===== src/rtl/nrf_pkg.sv =====
// Shared types, constants and the arctangent table of the nearest-return follow controller.
// Used by every module of the block; depends on nothing.
package nrf_pkg;

    localparam int MAX_SAMPLES_DEF  = 4096;
    localparam int CORDIC_STEPS_DEF = 16;
    localparam int QUEUE_DEPTH      = 2;

    localparam int CFG_INDEX_W = 3;
    localparam int CFG_DATA_W  = 20;

    localparam logic [CFG_INDEX_W-1:0] CFG_ANGLE_START   = 3'd0;
    localparam logic [CFG_INDEX_W-1:0] CFG_ANGLE_STEP    = 3'd1;
    localparam logic [CFG_INDEX_W-1:0] CFG_SAMPLE_COUNT  = 3'd2;
    localparam logic [CFG_INDEX_W-1:0] CFG_RANGE_INIT    = 3'd3;
    localparam logic [CFG_INDEX_W-1:0] CFG_DEAD_BAND     = 3'd4;
    localparam logic [CFG_INDEX_W-1:0] CFG_STOP_BAND     = 3'd5;
    localparam logic [CFG_INDEX_W-1:0] CFG_LIN_GAIN      = 3'd6;
    localparam logic [CFG_INDEX_W-1:0] CFG_ANG_GAIN      = 3'd7;

    localparam logic signed [19:0] RST_ANGLE_START  = -20'sd205887;
    localparam logic [15:0]        RST_ANGLE_STEP   = 16'd1144;
    localparam logic [12:0]        RST_SAMPLE_COUNT = 13'd360;
    localparam logic [15:0]        RST_RANGE_INIT   = 16'd10000;
    localparam logic [15:0]        RST_DEAD_BAND    = 16'd200;
    localparam logic [15:0]        RST_STOP_BAND    = 16'd300;
    localparam logic [15:0]        RST_LIN_GAIN     = 16'd51;
    localparam logic [15:0]        RST_ANG_GAIN     = 16'd102;

    localparam logic [15:0] NO_RETURN = 16'hFFFF;

    localparam logic signed [19:0] PI_ANG     = 20'sd205887;
    localparam logic signed [19:0] TWO_PI_ANG = 20'sd411775;

    localparam logic signed [34:0] PI_Q30      = 35'sd3373259426;
    localparam logic signed [34:0] TWO_PI_Q30  = 35'sd6746518852;
    localparam logic signed [34:0] HALF_PI_Q30 = 35'sd1686629713;
    localparam logic [29:0]        INV_K_Q30   = 30'd652032874;

    typedef struct packed {
        logic [15:0]        nearest;
        logic               found;
        logic signed [19:0] angle;
    } t_job;

    typedef struct packed {
        logic [15:0]        linear_cmd;
        logic signed [19:0] angular_cmd;
        logic [15:0]        nearest_mm;
        logic signed [16:0] forward_offset_mm;
    } t_res;

    function automatic logic [29:0] atan_q30(input logic [4:0] idx);
        logic [29:0] v;
        case (idx)
            5'd0:  v = 30'd843314857;
            5'd1:  v = 30'd497837829;
            5'd2:  v = 30'd263043837;
            5'd3:  v = 30'd133525159;
            5'd4:  v = 30'd67021687;
            5'd5:  v = 30'd33543516;
            5'd6:  v = 30'd16775851;
            5'd7:  v = 30'd8388437;
            5'd8:  v = 30'd4194283;
            5'd9:  v = 30'd2097149;
            5'd10: v = 30'd1048576;
            5'd11: v = 30'd524288;
            5'd12: v = 30'd262144;
            5'd13: v = 30'd131072;
            5'd14: v = 30'd65536;
            5'd15: v = 30'd32768;
            5'd16: v = 30'd16384;
            5'd17: v = 30'd8192;
            5'd18: v = 30'd4096;
            5'd19: v = 30'd2048;
            5'd20: v = 30'd1024;
            5'd21: v = 30'd512;
            5'd22: v = 30'd256;
            5'd23: v = 30'd128;
            default: v = 30'd0;
        endcase
        return v;
    endfunction

endpackage


===== src/rtl/nearest_return_follow_controller.sv =====
// Top level of the nearest-return follow controller: configuration registers and queues.
// Depends on nrf_pkg, nrf_queue, nrf_front and nrf_back.
//
// Range samples enter through push/full; one transfer is taken at each edge with push
// high and full low. Every sample is handled by the front end, which keeps
// the nearest return of the scan and its angle. The sample marked scan_last places a job
// in a two-entry queue and the scan counter starts over.
// The back end takes one job at a time and steps through setup, the CORDIC rotations (one
// rotation per cycle in a single CORDIC unit), rounding, band decision and output; it
// takes no new job until the last one is written to the result queue.
// Results wait in a two-entry queue and are read through empty/pop. While the reader
// stalls, samples are still taken; full rises whenever the job queue holds two scans the
// back end has not taken, either because results back up or because short scans end
// faster than the back end can handle them.
// Registers are written through i_cfg_valid/o_cfg_ready, which is always ready; the user
// must write them only while no scan is in flight, which the block does not enforce.
// Reset, synchronous and active low, restores the register defaults, clears the scan
// counter, the held commands and the target angle, and empties both queues.
module nearest_return_follow_controller #(
    parameter int MAX_SAMPLES  = nrf_pkg::MAX_SAMPLES_DEF,
    parameter int CORDIC_STEPS = nrf_pkg::CORDIC_STEPS_DEF
) (
    input  logic                            i_clk,
    input  logic                            i_rst_n,
    input  logic                            push,
    output logic                            full,
    input  logic [15:0]                     i_range_mm,
    input  logic                            i_scan_last,
    output logic                            empty,
    input  logic                            pop,
    output logic [15:0]                     o_linear_cmd,
    output logic signed [19:0]              o_angular_cmd,
    output logic [15:0]                     o_nearest_mm,
    output logic signed [16:0]              o_forward_offset_mm,
    input  logic                            i_cfg_valid,
    output logic                            o_cfg_ready,
    input  logic [nrf_pkg::CFG_INDEX_W-1:0] i_cfg_index,
    input  logic [nrf_pkg::CFG_DATA_W-1:0]  i_cfg_data
);
    logic signed [19:0] r_angle_start;
    logic [15:0]        r_angle_step;
    logic [12:0]        r_sample_count;
    logic [15:0]        r_range_init_mm;
    logic [15:0]        r_dead_band_mm;
    logic [15:0]        r_stop_band_mm;
    logic [15:0]        r_lin_gain_q8;
    logic [15:0]        r_ang_gain_q8;

    logic          accept;
    logic          job_push;
    nrf_pkg::t_job job_in;
    nrf_pkg::t_job job_out;
    logic          job_full;
    logic          job_empty;
    logic          job_pop;
    logic          res_push;
    logic          res_full;
    nrf_pkg::t_res res_in;
    nrf_pkg::t_res res_out;

    assign o_cfg_ready = 1'b1;
    assign full        = job_full;
    assign accept      = push && !job_full;

    always_ff @(posedge i_clk) begin
        if (!i_rst_n) begin
            r_angle_start   <= nrf_pkg::RST_ANGLE_START;
            r_angle_step    <= nrf_pkg::RST_ANGLE_STEP;
            r_sample_count  <= nrf_pkg::RST_SAMPLE_COUNT;
            r_range_init_mm <= nrf_pkg::RST_RANGE_INIT;
            r_dead_band_mm  <= nrf_pkg::RST_DEAD_BAND;
            r_stop_band_mm  <= nrf_pkg::RST_STOP_BAND;
            r_lin_gain_q8   <= nrf_pkg::RST_LIN_GAIN;
            r_ang_gain_q8   <= nrf_pkg::RST_ANG_GAIN;
        end else if (i_cfg_valid && o_cfg_ready) begin
            unique case (i_cfg_index)
                nrf_pkg::CFG_ANGLE_START:  r_angle_start   <= signed'(i_cfg_data[19:0]);
                nrf_pkg::CFG_ANGLE_STEP:   r_angle_step    <= i_cfg_data[15:0];
                nrf_pkg::CFG_SAMPLE_COUNT: r_sample_count  <= i_cfg_data[12:0];
                nrf_pkg::CFG_RANGE_INIT:   r_range_init_mm <= i_cfg_data[15:0];
                nrf_pkg::CFG_DEAD_BAND:    r_dead_band_mm  <= i_cfg_data[15:0];
                nrf_pkg::CFG_STOP_BAND:    r_stop_band_mm  <= i_cfg_data[15:0];
                nrf_pkg::CFG_LIN_GAIN:     r_lin_gain_q8   <= i_cfg_data[15:0];
                nrf_pkg::CFG_ANG_GAIN:     r_ang_gain_q8   <= i_cfg_data[15:0];
                default: begin
                end
            endcase
        end
    end

    nrf_front #(
        .MAX_SAMPLES(MAX_SAMPLES)
    ) u_front (
        .i_clk          (i_clk),
        .i_rst_n        (i_rst_n),
        .i_accept       (accept),
        .i_range_mm     (i_range_mm),
        .i_scan_last    (i_scan_last),
        .i_angle_start  (r_angle_start),
        .i_angle_step   (r_angle_step),
        .i_sample_count (r_sample_count),
        .i_range_init_mm(r_range_init_mm),
        .o_job_push     (job_push),
        .o_job          (job_in)
    );

    nrf_queue #(
        .WIDTH($bits(nrf_pkg::t_job))
    ) u_job_queue (
        .i_clk  (i_clk),
        .i_rst_n(i_rst_n),
        .i_push (job_push),
        .i_data (job_in),
        .o_full (job_full),
        .i_pop  (job_pop),
        .o_empty(job_empty),
        .o_data (job_out)
    );

    nrf_back #(
        .CORDIC_STEPS(CORDIC_STEPS)
    ) u_back (
        .i_clk         (i_clk),
        .i_rst_n       (i_rst_n),
        .i_job_empty   (job_empty),
        .i_job         (job_out),
        .o_job_pop     (job_pop),
        .i_out_full    (res_full),
        .o_out_push    (res_push),
        .o_out         (res_in),
        .i_dead_band_mm(r_dead_band_mm),
        .i_stop_band_mm(r_stop_band_mm),
        .i_lin_gain_q8 (r_lin_gain_q8),
        .i_ang_gain_q8 (r_ang_gain_q8)
    );

    nrf_queue #(
        .WIDTH($bits(nrf_pkg::t_res))
    ) u_res_queue (
        .i_clk  (i_clk),
        .i_rst_n(i_rst_n),
        .i_push (res_push),
        .i_data (res_in),
        .o_full (res_full),
        .i_pop  (pop),
        .o_empty(empty),
        .o_data (res_out)
    );

    assign o_linear_cmd        = res_out.linear_cmd;
    assign o_angular_cmd       = res_out.angular_cmd;
    assign o_nearest_mm        = res_out.nearest_mm;
    assign o_forward_offset_mm = res_out.forward_offset_mm;

endmodule


===== src/rtl/nrf_queue.sv =====
// Two-entry first-in first-out queue used between the stages of the controller.
// Depends on nrf_pkg for its depth.
module nrf_queue #(
    parameter int WIDTH = 1
) (
    input  logic             i_clk,
    input  logic             i_rst_n,
    input  logic             i_push,
    input  logic [WIDTH-1:0] i_data,
    output logic             o_full,
    input  logic             i_pop,
    output logic             o_empty,
    output logic [WIDTH-1:0] o_data
);
    localparam int DEPTH = nrf_pkg::QUEUE_DEPTH;
    localparam int PW    = (DEPTH > 1) ? $clog2(DEPTH) : 1;
    localparam int CW    = $clog2(DEPTH + 1);

    logic [WIDTH-1:0] r_mem [DEPTH];
    logic [PW-1:0]    r_wr;
    logic [PW-1:0]    r_rd;
    logic [CW-1:0]    r_count;
    logic             do_push;
    logic             do_pop;

    assign o_full  = (r_count == CW'(DEPTH));
    assign o_empty = (r_count == '0);
    assign o_data  = r_mem[r_rd];
    assign do_push = i_push && !o_full;
    assign do_pop  = i_pop && !o_empty;

    always_ff @(posedge i_clk) begin
        if (!i_rst_n) begin
            r_wr    <= '0;
            r_rd    <= '0;
            r_count <= '0;
        end else begin
            if (do_push) begin
                r_mem[r_wr] <= i_data;
                r_wr <= (r_wr == PW'(DEPTH - 1)) ? '0 : r_wr + 1'b1;
            end
            if (do_pop) begin
                r_rd <= (r_rd == PW'(DEPTH - 1)) ? '0 : r_rd + 1'b1;
            end
            if (do_push && !do_pop) begin
                r_count <= r_count + 1'b1;
            end else if (do_pop && !do_push) begin
                r_count <= r_count - 1'b1;
            end
        end
    end

    a_count_bound: assert property (@(posedge i_clk) disable iff (!i_rst_n)
        r_count <= CW'(DEPTH))
        else $error("queue count above depth");

    a_pop_drains: assert property (@(posedge i_clk) disable iff (!i_rst_n)
        (do_pop && !do_push) |=> (r_count == CW'($past(r_count) - 1'b1)))
        else $error("queue count did not drop after a pop");

endmodule


===== src/rtl/nrf_front.sv =====
// Sample front end: tracks the nearest return of the scan and its angle.
// Depends on nrf_pkg; hands one job per scan to the back end.
module nrf_front #(
    parameter int MAX_SAMPLES = nrf_pkg::MAX_SAMPLES_DEF
) (
    input  logic               i_clk,
    input  logic               i_rst_n,
    input  logic               i_accept,
    input  logic [15:0]        i_range_mm,
    input  logic               i_scan_last,
    input  logic signed [19:0] i_angle_start,
    input  logic [15:0]        i_angle_step,
    input  logic [12:0]        i_sample_count,
    input  logic [15:0]        i_range_init_mm,
    output logic               o_job_push,
    output nrf_pkg::t_job      o_job
);
    localparam int IW = $clog2(MAX_SAMPLES + 1);
    localparam int CW = (IW > 13) ? IW : 13;

    logic [IW-1:0]      r_index;
    logic [15:0]        r_nearest;
    logic               r_found;
    logic signed [19:0] r_angle;

    logic               first;
    logic [15:0]        cur;
    logic               found;
    logic               in_window;
    logic               take;
    logic [IW+15:0]     prod;
    logic signed [19:0] samp_angle;
    logic [15:0]        n_nearest;
    logic               n_found;
    logic signed [19:0] n_angle;
    logic [IW-1:0]      n_index;

    always_comb begin
        first      = (r_index == '0);
        cur        = first ? i_range_init_mm : r_nearest;
        found      = first ? 1'b0 : r_found;
        in_window  = (CW'(r_index) < CW'(i_sample_count)) && (r_index != IW'(MAX_SAMPLES));
        take       = in_window && (i_range_mm != nrf_pkg::NO_RETURN) && (i_range_mm < cur);
        prod       = (IW + 16)'(r_index) * (IW + 16)'(i_angle_step);
        samp_angle = i_angle_start + signed'(prod[19:0]);
        n_nearest  = take ? i_range_mm : cur;
        n_found    = found || take;
        n_angle    = take ? samp_angle : r_angle;
        if (i_scan_last) begin
            n_index = '0;
        end else if (r_index != IW'(MAX_SAMPLES)) begin
            n_index = r_index + 1'b1;
        end else begin
            n_index = r_index;
        end
    end

    assign o_job_push    = i_accept && i_scan_last;
    assign o_job.nearest = n_nearest;
    assign o_job.found   = n_found;
    assign o_job.angle   = n_angle;

    always_ff @(posedge i_clk) begin
        if (!i_rst_n) begin
            r_index <= '0;
            r_found <= 1'b0;
        end else if (i_accept) begin
            r_index   <= n_index;
            r_found   <= n_found;
            r_nearest <= n_nearest;
            r_angle   <= n_angle;
        end
    end

    a_index_bound: assert property (@(posedge i_clk) disable iff (!i_rst_n)
        r_index <= IW'(MAX_SAMPLES))
        else $error("sample index beyond its saturation value");

endmodule


===== src/rtl/nrf_back.sv =====
// Command back end: CORDIC forward offset, band decisions and proportional commands.
// Depends on nrf_pkg; takes jobs from the front queue and fills the result queue.
module nrf_back #(
    parameter int CORDIC_STEPS = nrf_pkg::CORDIC_STEPS_DEF
) (
    input  logic          i_clk,
    input  logic          i_rst_n,
    input  logic          i_job_empty,
    input  nrf_pkg::t_job i_job,
    output logic          o_job_pop,
    input  logic          i_out_full,
    output logic          o_out_push,
    output nrf_pkg::t_res o_out,
    input  logic [15:0]   i_dead_band_mm,
    input  logic [15:0]   i_stop_band_mm,
    input  logic [15:0]   i_lin_gain_q8,
    input  logic [15:0]   i_ang_gain_q8
);
    localparam int SW = (CORDIC_STEPS > 1) ? $clog2(CORDIC_STEPS) : 1;

    typedef enum logic [2:0] {S_IDLE, S_FOLD, S_ITER, S_ROUND, S_CTRL, S_OUT} t_state;
    typedef enum logic [1:0] {M_AHEAD, M_BEHIND, M_ZERO} t_mode;

    t_state             r_state;
    t_mode              r_mode;
    logic [SW-1:0]      r_step;
    logic signed [47:0] r_x;
    logic signed [47:0] r_y;
    logic signed [34:0] r_z;
    logic               r_neg;
    logic [15:0]        r_near;
    logic signed [19:0] r_tgt;
    logic signed [16:0] r_off;
    logic signed [33:0] r_lin_p;
    logic signed [36:0] r_ang_p;
    logic [15:0]        r_held_lin;
    logic signed [19:0] r_held_ang;

    logic signed [19:0] start_angle;
    logic signed [34:0] z0;
    logic signed [34:0] z_red;
    logic [45:0]        x_init;
    logic signed [34:0] atan_z;
    logic signed [47:0] x_sh;
    logic signed [47:0] y_sh;
    logic signed [47:0] n_x;
    logic signed [47:0] n_y;
    logic signed [34:0] n_z;
    logic signed [47:0] x_rnd;
    logic signed [17:0] res18;
    logic signed [18:0] res19;
    logic signed [16:0] off_sat;
    logic signed [17:0] off18;
    logic signed [17:0] dead18;
    logic signed [17:0] stop18;
    logic               ahead;
    logic               behind;
    logic signed [19:0] tgt_wrap;
    logic signed [33:0] lin_prod;
    logic signed [36:0] ang_prod;
    logic signed [33:0] lin_rnd;
    logic signed [36:0] ang_rnd;
    logic [15:0]        n_held_lin;
    logic signed [19:0] n_held_ang;

    always_comb begin
        start_angle = i_job.found ? i_job.angle : r_tgt;
        z0          = {start_angle[19], start_angle, 14'b0};
        if (z0 > nrf_pkg::PI_Q30) begin
            z_red = z0 - nrf_pkg::TWO_PI_Q30;
        end else if (z0 < -nrf_pkg::PI_Q30) begin
            z_red = z0 + nrf_pkg::TWO_PI_Q30;
        end else begin
            z_red = z0;
        end
        x_init = 46'(i_job.nearest) * 46'(nrf_pkg::INV_K_Q30);

        atan_z = signed'({5'b0, nrf_pkg::atan_q30(5'(r_step))});
        x_sh   = r_x >>> r_step;
        y_sh   = r_y >>> r_step;
        if (r_z >= 0) begin
            n_x = r_x - y_sh;
            n_y = r_y + x_sh;
            n_z = r_z - atan_z;
        end else begin
            n_x = r_x + y_sh;
            n_y = r_y - x_sh;
            n_z = r_z + atan_z;
        end

        x_rnd = r_x + 48'sd536870912;
        res18 = x_rnd[47:30];
        res19 = r_neg ? -19'(res18) : 19'(res18);
        if (res19 > 19'sd65535) begin
            off_sat = 17'sd65535;
        end else if (res19 < -19'sd65535) begin
            off_sat = -17'sd65535;
        end else begin
            off_sat = res19[16:0];
        end

        off18    = 18'(r_off);
        dead18   = signed'({2'b00, i_dead_band_mm});
        stop18   = signed'({2'b00, i_stop_band_mm});
        ahead    = (off18 > dead18) && (off18 > stop18);
        behind   = off18 < -dead18;
        tgt_wrap = (r_tgt > nrf_pkg::PI_ANG) ? r_tgt - nrf_pkg::TWO_PI_ANG : r_tgt;
        lin_prod = 34'(r_off) * 34'(signed'({1'b0, i_lin_gain_q8}));
        ang_prod = 37'(tgt_wrap) * 37'(signed'({1'b0, i_ang_gain_q8}));

        lin_rnd = (r_lin_p + 34'sd128) >>> 8;
        ang_rnd = (r_ang_p + 37'sd128) >>> 8;
        n_held_lin = r_held_lin;
        n_held_ang = r_held_ang;
        case (r_mode)
            M_AHEAD: begin
                n_held_lin = (lin_rnd > 34'sd65535) ? 16'hFFFF : lin_rnd[15:0];
                if (ang_rnd > 37'sd524287) begin
                    n_held_ang = 20'sd524287;
                end else if (ang_rnd < -37'sd524288) begin
                    n_held_ang = -20'sd524288;
                end else begin
                    n_held_ang = ang_rnd[19:0];
                end
            end
            M_BEHIND: begin
                n_held_ang = r_tgt;
            end
            default: begin
                n_held_lin = '0;
                n_held_ang = '0;
            end
        endcase
    end

    assign o_job_pop  = (r_state == S_IDLE) && !i_job_empty && !i_out_full;
    assign o_out_push = (r_state == S_OUT);
    assign o_out.linear_cmd        = n_held_lin;
    assign o_out.angular_cmd       = n_held_ang;
    assign o_out.nearest_mm        = r_near;
    assign o_out.forward_offset_mm = r_off;

    always_ff @(posedge i_clk) begin
        if (!i_rst_n) begin
            r_state    <= S_IDLE;
            r_step     <= '0;
            r_tgt      <= '0;
            r_held_lin <= '0;
            r_held_ang <= '0;
        end else begin
            unique case (r_state)
                S_IDLE: begin
                    if (o_job_pop) begin
                        r_tgt   <= start_angle;
                        r_near  <= i_job.nearest;
                        r_x     <= signed'({2'b00, x_init});
                        r_y     <= '0;
                        r_z     <= z_red;
                        r_state <= S_FOLD;
                    end
                end
                S_FOLD: begin
                    if (r_z > nrf_pkg::HALF_PI_Q30) begin
                        r_z   <= r_z - nrf_pkg::PI_Q30;
                        r_neg <= 1'b1;
                    end else if (r_z < -nrf_pkg::HALF_PI_Q30) begin
                        r_z   <= r_z + nrf_pkg::PI_Q30;
                        r_neg <= 1'b1;
                    end else begin
                        r_neg <= 1'b0;
                    end
                    r_step  <= '0;
                    r_state <= S_ITER;
                end
                S_ITER: begin
                    r_x <= n_x;
                    r_y <= n_y;
                    r_z <= n_z;
                    if (r_step == SW'(CORDIC_STEPS - 1)) begin
                        r_state <= S_ROUND;
                    end else begin
                        r_step <= r_step + 1'b1;
                    end
                end
                S_ROUND: begin
                    r_off   <= off_sat;
                    r_state <= S_CTRL;
                end
                S_CTRL: begin
                    r_lin_p <= lin_prod;
                    r_ang_p <= ang_prod;
                    if (ahead) begin
                        r_mode <= M_AHEAD;
                        r_tgt  <= tgt_wrap;
                    end else if (behind) begin
                        r_mode <= M_BEHIND;
                        r_tgt  <= tgt_wrap;
                    end else begin
                        r_mode <= M_ZERO;
                    end
                    r_state <= S_OUT;
                end
                S_OUT: begin
                    r_held_lin <= n_held_lin;
                    r_held_ang <= n_held_ang;
                    r_state    <= S_IDLE;
                end
                default: begin
                    r_state <= S_IDLE;
                end
            endcase
        end
    end

    a_step_bound: assert property (@(posedge i_clk) disable iff (!i_rst_n)
        r_step <= SW'(CORDIC_STEPS - 1))
        else $error("rotation counter beyond the last step");

    a_result_room: assert property (@(posedge i_clk) disable iff (!i_rst_n)
        (r_state == S_OUT) |-> !i_out_full)
        else $error("result written while the result queue is full");

endmodule

===== config.mk =====
export PLATFORM = sky130hd
export DESIGN_NAME = nearest_return_follow_controller
export DESIGN_NICKNAME = d
export VERILOG_FILES = /design/src/rtl/nrf_pkg.sv /design/src/rtl/nearest_return_follow_controller.sv /design/src/rtl/nrf_queue.sv /design/src/rtl/nrf_front.sv /design/src/rtl/nrf_back.sv
export SDC_FILE = /design/constraint.sdc
export NUM_CORES = 2
export LEC_CHECK = 0
export ABC_CLOCK_PERIOD_IN_PS = 16600
export BUFFER_PORTS_ARGS = -buffer_cell sky130_fd_sc_hd__buf_2
export CAP_MARGIN = 20
export CORE_MARGIN = 3
export CORE_UTILIZATION = 50
export DETAILED_ROUTE_END_ITERATION = 10
export GPL_TIMING_DRIVEN = 0
export PLACE_DENSITY = 0.74
export SLEW_MARGIN = 20
export SYNTH_ARGS = -nofsm -noshare
export SYNTH_HDL_FRONTEND = slang
export SYNTH_HIERARCHICAL = 1
export SYNTH_SLANG_ARGS = --single-unit

===== constraint.sdc =====
create_clock -name i_clk -period 16.6 [get_ports i_clk]
set_clock_uncertainty 0.15 [all_clocks]
set_input_delay 1.66 -clock i_clk [delete_from_list [all_inputs] [get_ports i_clk]]
set_output_delay 1.66 -clock i_clk [all_outputs]
set_load 0.01 [all_outputs]

# After elaboration in Yosys (flattened, before gate mapping)
# Memory sizes are Yosys's and may differ from the RTL's. A register that Yosys moved wholly into a read port is not among the register bits.
# Cells that the tools add are included.
[op_classes] addsub=27 mul=4 n_div=0 magnitude_cmp=16 n_eq_ne=23 shift=2 n_mux=59 bitwise_logic=0 reduce_logical=58
[ops] op="35-bit two-way mux" n=6
[ops] op="48-bit two-way mux" n=4
[ops] op="48-bit one-hot mux with 2 select lines" n=2
[ops] op="20-bit two-way mux" n=8
[ops] op="35-bit one-hot mux with 3 select lines" n=1
[ops] op="48-bit adder" n=2
[ops] op="48-bit by 4-bit >>> shifter with 48-bit output" n=2
[ops] op="48-bit subtractor" n=2
[ops] op="20-bit one-hot mux with 2 select lines" n=2
[ops] op="48-bit by 31-bit adder with 48-bit output, second input constant" n=1
[ops] op="16-bit two-way mux" n=3
[ops] op="16-bit by 29-bit multiplier with 45-bit output, second input constant" n=1
[ops] op="37-bit by 9-bit adder with 37-bit output, second input constant" n=1
[ops] op="20-bit by 17-bit multiplier with 37-bit output" n=1
[ops] op="34-bit by 34-bit adder with 35-bit output, second input constant" n=1
[ops] op="35-bit by 31-bit adder with 35-bit output" n=1
[ops] op="35-bit by 33-bit adder with 35-bit output, second input constant" n=1
[ops] op="35-bit by 1-bit greater-or-equal comparator with 1-bit output, second input constant" n=1
[ops] op="35-bit by 32-bit > comparator with 1-bit output, second input constant" n=1
[ops] op="35-bit by 32-bit less-than comparator with 1-bit output, second input constant" n=1
[ops] op="34-bit by 34-bit subtractor with 35-bit output, second input constant" n=1
[ops] op="35-bit by 31-bit subtractor with 35-bit output" n=1
[ops] op="35-bit by 33-bit subtractor with 35-bit output, second input constant" n=1
[ops] op="34-bit by 9-bit adder with 34-bit output, second input constant" n=1
[ops] op="56 further kinds" n=143
[totals] register_bits=468 latchBits=0 ramBits=212 mem_bits_ro=480 out_inout_bits=72 elab_cells=224 n_memories=3
[mem_list] name="(no name shown)" depth=16 word_bits=30 read_ports=1 rd_ports_with_merged_regs=1 wr=0 line_no="nrf_pkg.sv:55" source="case (idx)"
[mem_list] name="u_res_queue.r_mem" depth=2 word_bits=69 read_ports=1 rd_ports_with_merged_regs=1 wr=1 line_no="nrf_queue.sv:19" source="logic [WIDTH-1:0] r_mem [DEPTH];"
[mem_list] name="u_job_queue.r_mem" depth=2 word_bits=37 read_ports=1 rd_ports_with_merged_regs=1 wr=1 line_no="nrf_queue.sv:19"

# Logic depth before layout (Yosys ltp)
[logic_depth] ltp_word=9 mapped_depth=33 depth_no_buf=31

# Hierarchy
# Netlist, hierarchy kept.
[by_module_without_submodules] mod="nrf_back" instances=1 cells_per_inst=7322 area_each_um2=63636.0 seq_area_each_um2=8147.8
[by_module_without_submodules] mod="nrf_front" instances=1 cells_per_inst=975 area_each_um2=9001.1 seq_area_each_um2=1361.3
[by_module_without_submodules] mod="nrf_queue at u_res_queue" instances=1 cells_per_inst=240 area_each_um2=5208.7 seq_area_each_um2=4244.1
[by_module_without_submodules] mod="nearest_return_follow_controller" instances=1 cells_per_inst=473 area_each_um2=4949.7 seq_area_each_um2=2582.5
[by_module_without_submodules] mod="nrf_queue at u_job_queue" instances=1 cells_per_inst=140 area_each_um2=2901.5 seq_area_each_um2=2322.2

# Worst setup path after synthesis
# OpenSTA, ideal clock, no wires.
[synth_path] path_type="input to register" from="input port i_rst_n" to="memory u_res_queue/r_mem[0][0] in the netlist's numbering (enable)" arrival_time_ns=8.647 slack_ns=7.112 cell_stages=1 n_path_buf=0 path_cell_list="nor4b_1"
[synth_between] elab_chain_len=2
[synth_lines] element="start, declared" line_no="nearest_return_follow_controller.sv:24" source="input logic i_rst_n,"
[synth_lines] element="1-bit two-way mux" line_no="nrf_queue.sv:33" source="if (!i_rst_n) begin"
[synth_lines] element="1-bit two-way mux (not written as such)" line_no="nrf_queue.sv:39" source="r_mem[r_wr] <= i_data;"
[synth_lines] element="end, declared" line_no="nrf_queue.sv:19"
# No other way between the ends.

# Final worst setup path
[layout_path] from="register u_back.r_step[3]" to="register u_back.r_x[47] (data pin)"
[layout_between] elab_chain_len=4
[layout_lines] element="start, declared" line_no="nrf_back.sv:26" source="logic [SW-1:0] r_step;"
[layout_lines] element="start signal, assigned" line_no="nrf_back.sv:182" source="r_step <= r_step + 1'b1;"
[layout_lines] element="48-bit by 4-bit >>> shifter with 48-bit output *" line_no="nrf_back.sv:80" source="y_sh = r_y >>> r_step;"
[layout_lines] element="48-bit adder / 48-bit subtractor (equally long branches)" line_no="nrf_back.sv:86, nrf_back.sv:82"
[layout_lines] element="48-bit two-way mux *" line_no="nrf_back.sv:81" source="if (r_z >= 0) begin"
[layout_lines] element="48-bit one-hot mux with 2 select lines *" line_no="nrf_back.sv:151" source="unique case (r_state)"
[layout_lines] element="end signal, assigned" line_no="nrf_back.sv:156" source="r_x <= signed'({2'b00, x_init});"
[layout_lines] element="end signal, assigned" line_no="nrf_back.sv:176" source="r_x <= n_x;"
[layout_lines] element="end, declared" line_no="nrf_back.sv:27" source="logic signed [47:0] r_x;"
# Every way passes the cells marked *; elsewhere a longest branch is shown, timed or not.
# A chain may end at the register's enable or synchronous reset.

==> results by group <==
Floorplan
  – Core area: 170000 sq um
  – Number of top-level pins: ~120
  – Die Height: 420 microns
  – Die Area: 176000 sq um
  – Die W: ~420 microns
  – Num rows: 151
  – Initial Util: 0.505

Setup path
  – Crit path required time: 16.86 ns
  – CP endpoint kind: flip-flop
  – Critical path origin: u_back/r_step[3]
  – CP arrival: 12.00 ns
  – Critical path startpoint category: flip-flop
  – Worst R2R Start: u_back/r_step[3]
  – Critical path type: reg -> reg
  – Crit path max fanout: 10

Min path
  – Hold_sp: u_back/r_near[10]
  – Worst Hold Class: reg -> reg

GRT
  – Vias in the first global route: ~71000
  – Overall routing resource usage: 0.321
  – Largest net degree at the start of global routing: 40
  – GRT overflow: 0
  – Antenna violations before repair: 10
  – Global-route wire length before repair: ~430 mm

Routing
  – Initial DRC count: roughly 6600
  – ANT nets after route: 0
  – WL met2: 128 mm
  – WL/cell: 24.3 microns
  – M1 wire length: 114 mm
  – Drc violations: 0
  – Met3 wire len: 24.9 mm
  – Vias per cell: about 6.0
  – Initial DRT Pass Iterations: 6
  – Drt total wl: 284 mm
  – DR vias: 70300
  – Highest layer used for signal routing: met5

STA
  – TNS Setup: 0 ns
  – Final Max Tran Viols: 0
  – Hold Vio Cnt, Final: 0
  – Least-Margin Pin Slew: 1.23 ns
  – Final setup fails: 0
  – Min Tclk post-route: 11.74 ns
  – RSZ-0062 raised after global routing: false
  – Max Fclk: 85.2 MHz
  – Final Cycle Share: 0.707
  – Slew HR: 0.177

Clock tree
  – CTS root buf: clkbuf_16
  – CTS Buf Count: 82
  – Level count of the clock H-tree: 3
  – Post-CTS sizing: 0
  – Clk buf depth: 3
  – # Post-CTS Setup Buffers: 0
  – CTS tree: built
  – Worst skew pair latency: between 0.7 and 0.8 ns
  – Hold buffer count at cts: 0
  – Total clock sinks: slightly below 700
  – Worst-path clk slew: 0.06 ns

Logic synthesis
  – Ys flop type: edfxtp_1
  – Cell variety after synth: 123
  – Post-synth top area share: 0.215
  – Post-synthesis average cell area: between 9 and 10 sq um
  – EDFF count, synth: 472
  – Syn_nets: 10800
  – Post-synth ARST share: 0
  – Post-synthesis cell count: 9150
  – Largest cells by area after synthesis: fa_1 21%, edfxtp_1 17%, ha_1 9.4%, inv_1 5.4%, dfxtp_1 5.2%
  – Synth warn: 6
  – Synth Cell Area: between 80000 and 90000 sq um
  – Sequential cell area fraction in the yosys report: 0.218
  – Synth area leader: fa_1
  – Post-synthesis register bit count: 696

Final layout
  – Non-filler cells, final: 11700
  – Share of layout cells above drive strength 1: 0.0782
  – Final layout net count: 11000
  – Area added between synthesis and finish: 7.65%

Place
  – Post-Place Cells: 11500
  – Detailed-placement wirelength estimate: between 200 and 250 mm
  – # port buffers: 115
  – Final Wtd Congestion: 1.03

Run
  – Number of max-cap violations: 0

Status
  – Status: finished clean
cell usage after synthesis (50+ instances only):
master / instances
a211oi_1: 50
a21o_1: 152
a21oi_1: 397
a31oi_1: 52
and2_1: 375
and3_1: 56
buf_2: 53
clkbuf_1: 289
dfxtp_1: 224
edfxtp_1: 472
fa_1: 919
ha_1: 642
inv_1: 1234
mux2_2: 151
mux2i_1: 257
mux4_2: 89
nand2_1: 1095
nand2b_1: 52
nand3_1: 105
nand4_1: 96
nor2_1: 408
nor2b_1: 133
nor3_1: 109
o211ai_1: 77
o21a_1: 59
o21ai_0: 335
xnor2_1: 317
xor2_1: 193
area by class of cell:
type / instances / area (sq um)
tap: 2218 / 2780
antenna: 3 / 7.51
inverter: 1239 / 4650
clock inverter: 55 / 574
sequential: 696 / 18700
clock buffer: 99 / 2190
fill: 15100 / 77600
multi-input combinational: 6808 / 60700
buffer: 407 / 1790
timing repair buffer: 152 / 920
cell usage in the layout (no fill, tap or decap), types with 178 or more instances in the layout:
cell      instances
inv_1          1234
nand2_1        1095
fa_1            919
ha_1            642
edfxtp_1        472
nor2_1          407
a21oi_1         397
and2_1          373
o21ai_0         335
xnor2_1         312
clkbuf_1        297
mux2i_1         257
dfxtp_1         224
xor2_1          193
buf_2           178
state kept, by name (all words and copies together) (netlist names), 17 cells and up, named ones only:
signal and flops:
u_back/r_lin_p 27, u_back/r_x 48, u_back/atan_z 28, u_back/r_tgt 20, u_back/r_y 48, r_angle_start 20
u_job_queue/r_mem 74, u_back/r_ang_p 30, u_front/r_angle 20, u_res_queue/r_mem 138, u_back/r_off 17, u_back/r_z 35
path summary, 6_finish.rpt:
check | end | slack [ns] | cells past startpoint
worst max-delay path | u_back/r_x[47] | 4.86 | 26
worst min-delay path | u_res_queue/r_mem[0][27] | 0.30 | 0
worst max register to register | u_back/r_x[47] | 4.86 | 26
worst min register to register | u_res_queue/r_mem[0][27] | 0.30 | 0
metal layers:
| metal | up-vias | global-route usage |
|---|---|---|
| met5 | - | 0 |
| met4 | 2 | 0.165 |
| met3 | 721 | 0.0602 |
| met2 | 3375 | 0.509 |
| met1 | 34800 | 0.421 |
| li1 | 31500 | - |
logic make-up after synthesis:
| group | synth area share |
|---|---|
| AOI/OAI and AO/OA | 0.117 |
| DFF | 0.218 |
| and+or+nand+nor | 0.150 |
| muxes | 0.0792 |
| xor gates and xnor gates | 0.0521 |
| adders and majority gates | 0.308 |
| buffers and inverters | 0.0751 |
| other | 0.0000438 |
metrics by stage:
step                      setup slack (ns)  hold WS, ns   util  instance area, sq um
after detailed placement              5.50        0.287  0.527                 89500
after CTS                             5.42        0.307  0.543                 92200
after floorplan                       7.11        0.271      -                 85700
after global placement               0.130        0.276  0.524                 89000
final                                 4.86        0.303  0.543                 92200
after global routing                  4.99        0.321  0.543                 92200
worst max-delay path, stage by stage (launching register included):
cell,delay (ns)
dfxtp_1,0.43
buf_2,0.32
clkbuf_1,0.78
clkbuf_1,0.76
clkbuf_1,0.83
clkbuf_1,0.50
clkbuf_1,0.72
clkbuf_1,0.80
clkbuf_1,0.81
o21a_1,0.35
ha_1,0.26
o21ai_1,0.17
a21o_1,0.22
or3b_1,0.52
o21ai_0,0.25
xnor2_1,0.19
ha_1,0.41
nand2_1,0.11
or2_2,0.32
a2111o_1,0.43
o211ai_1,0.22
a211oi_1,0.24
o31a_1,0.39
o31a_1,0.38
o41ai_1,0.56
xor2_1,0.22
nor2_1,0.05
Power is not shown: default switching activity piles up to over one toggle a cycle in this logic, so the estimate is an artifact.
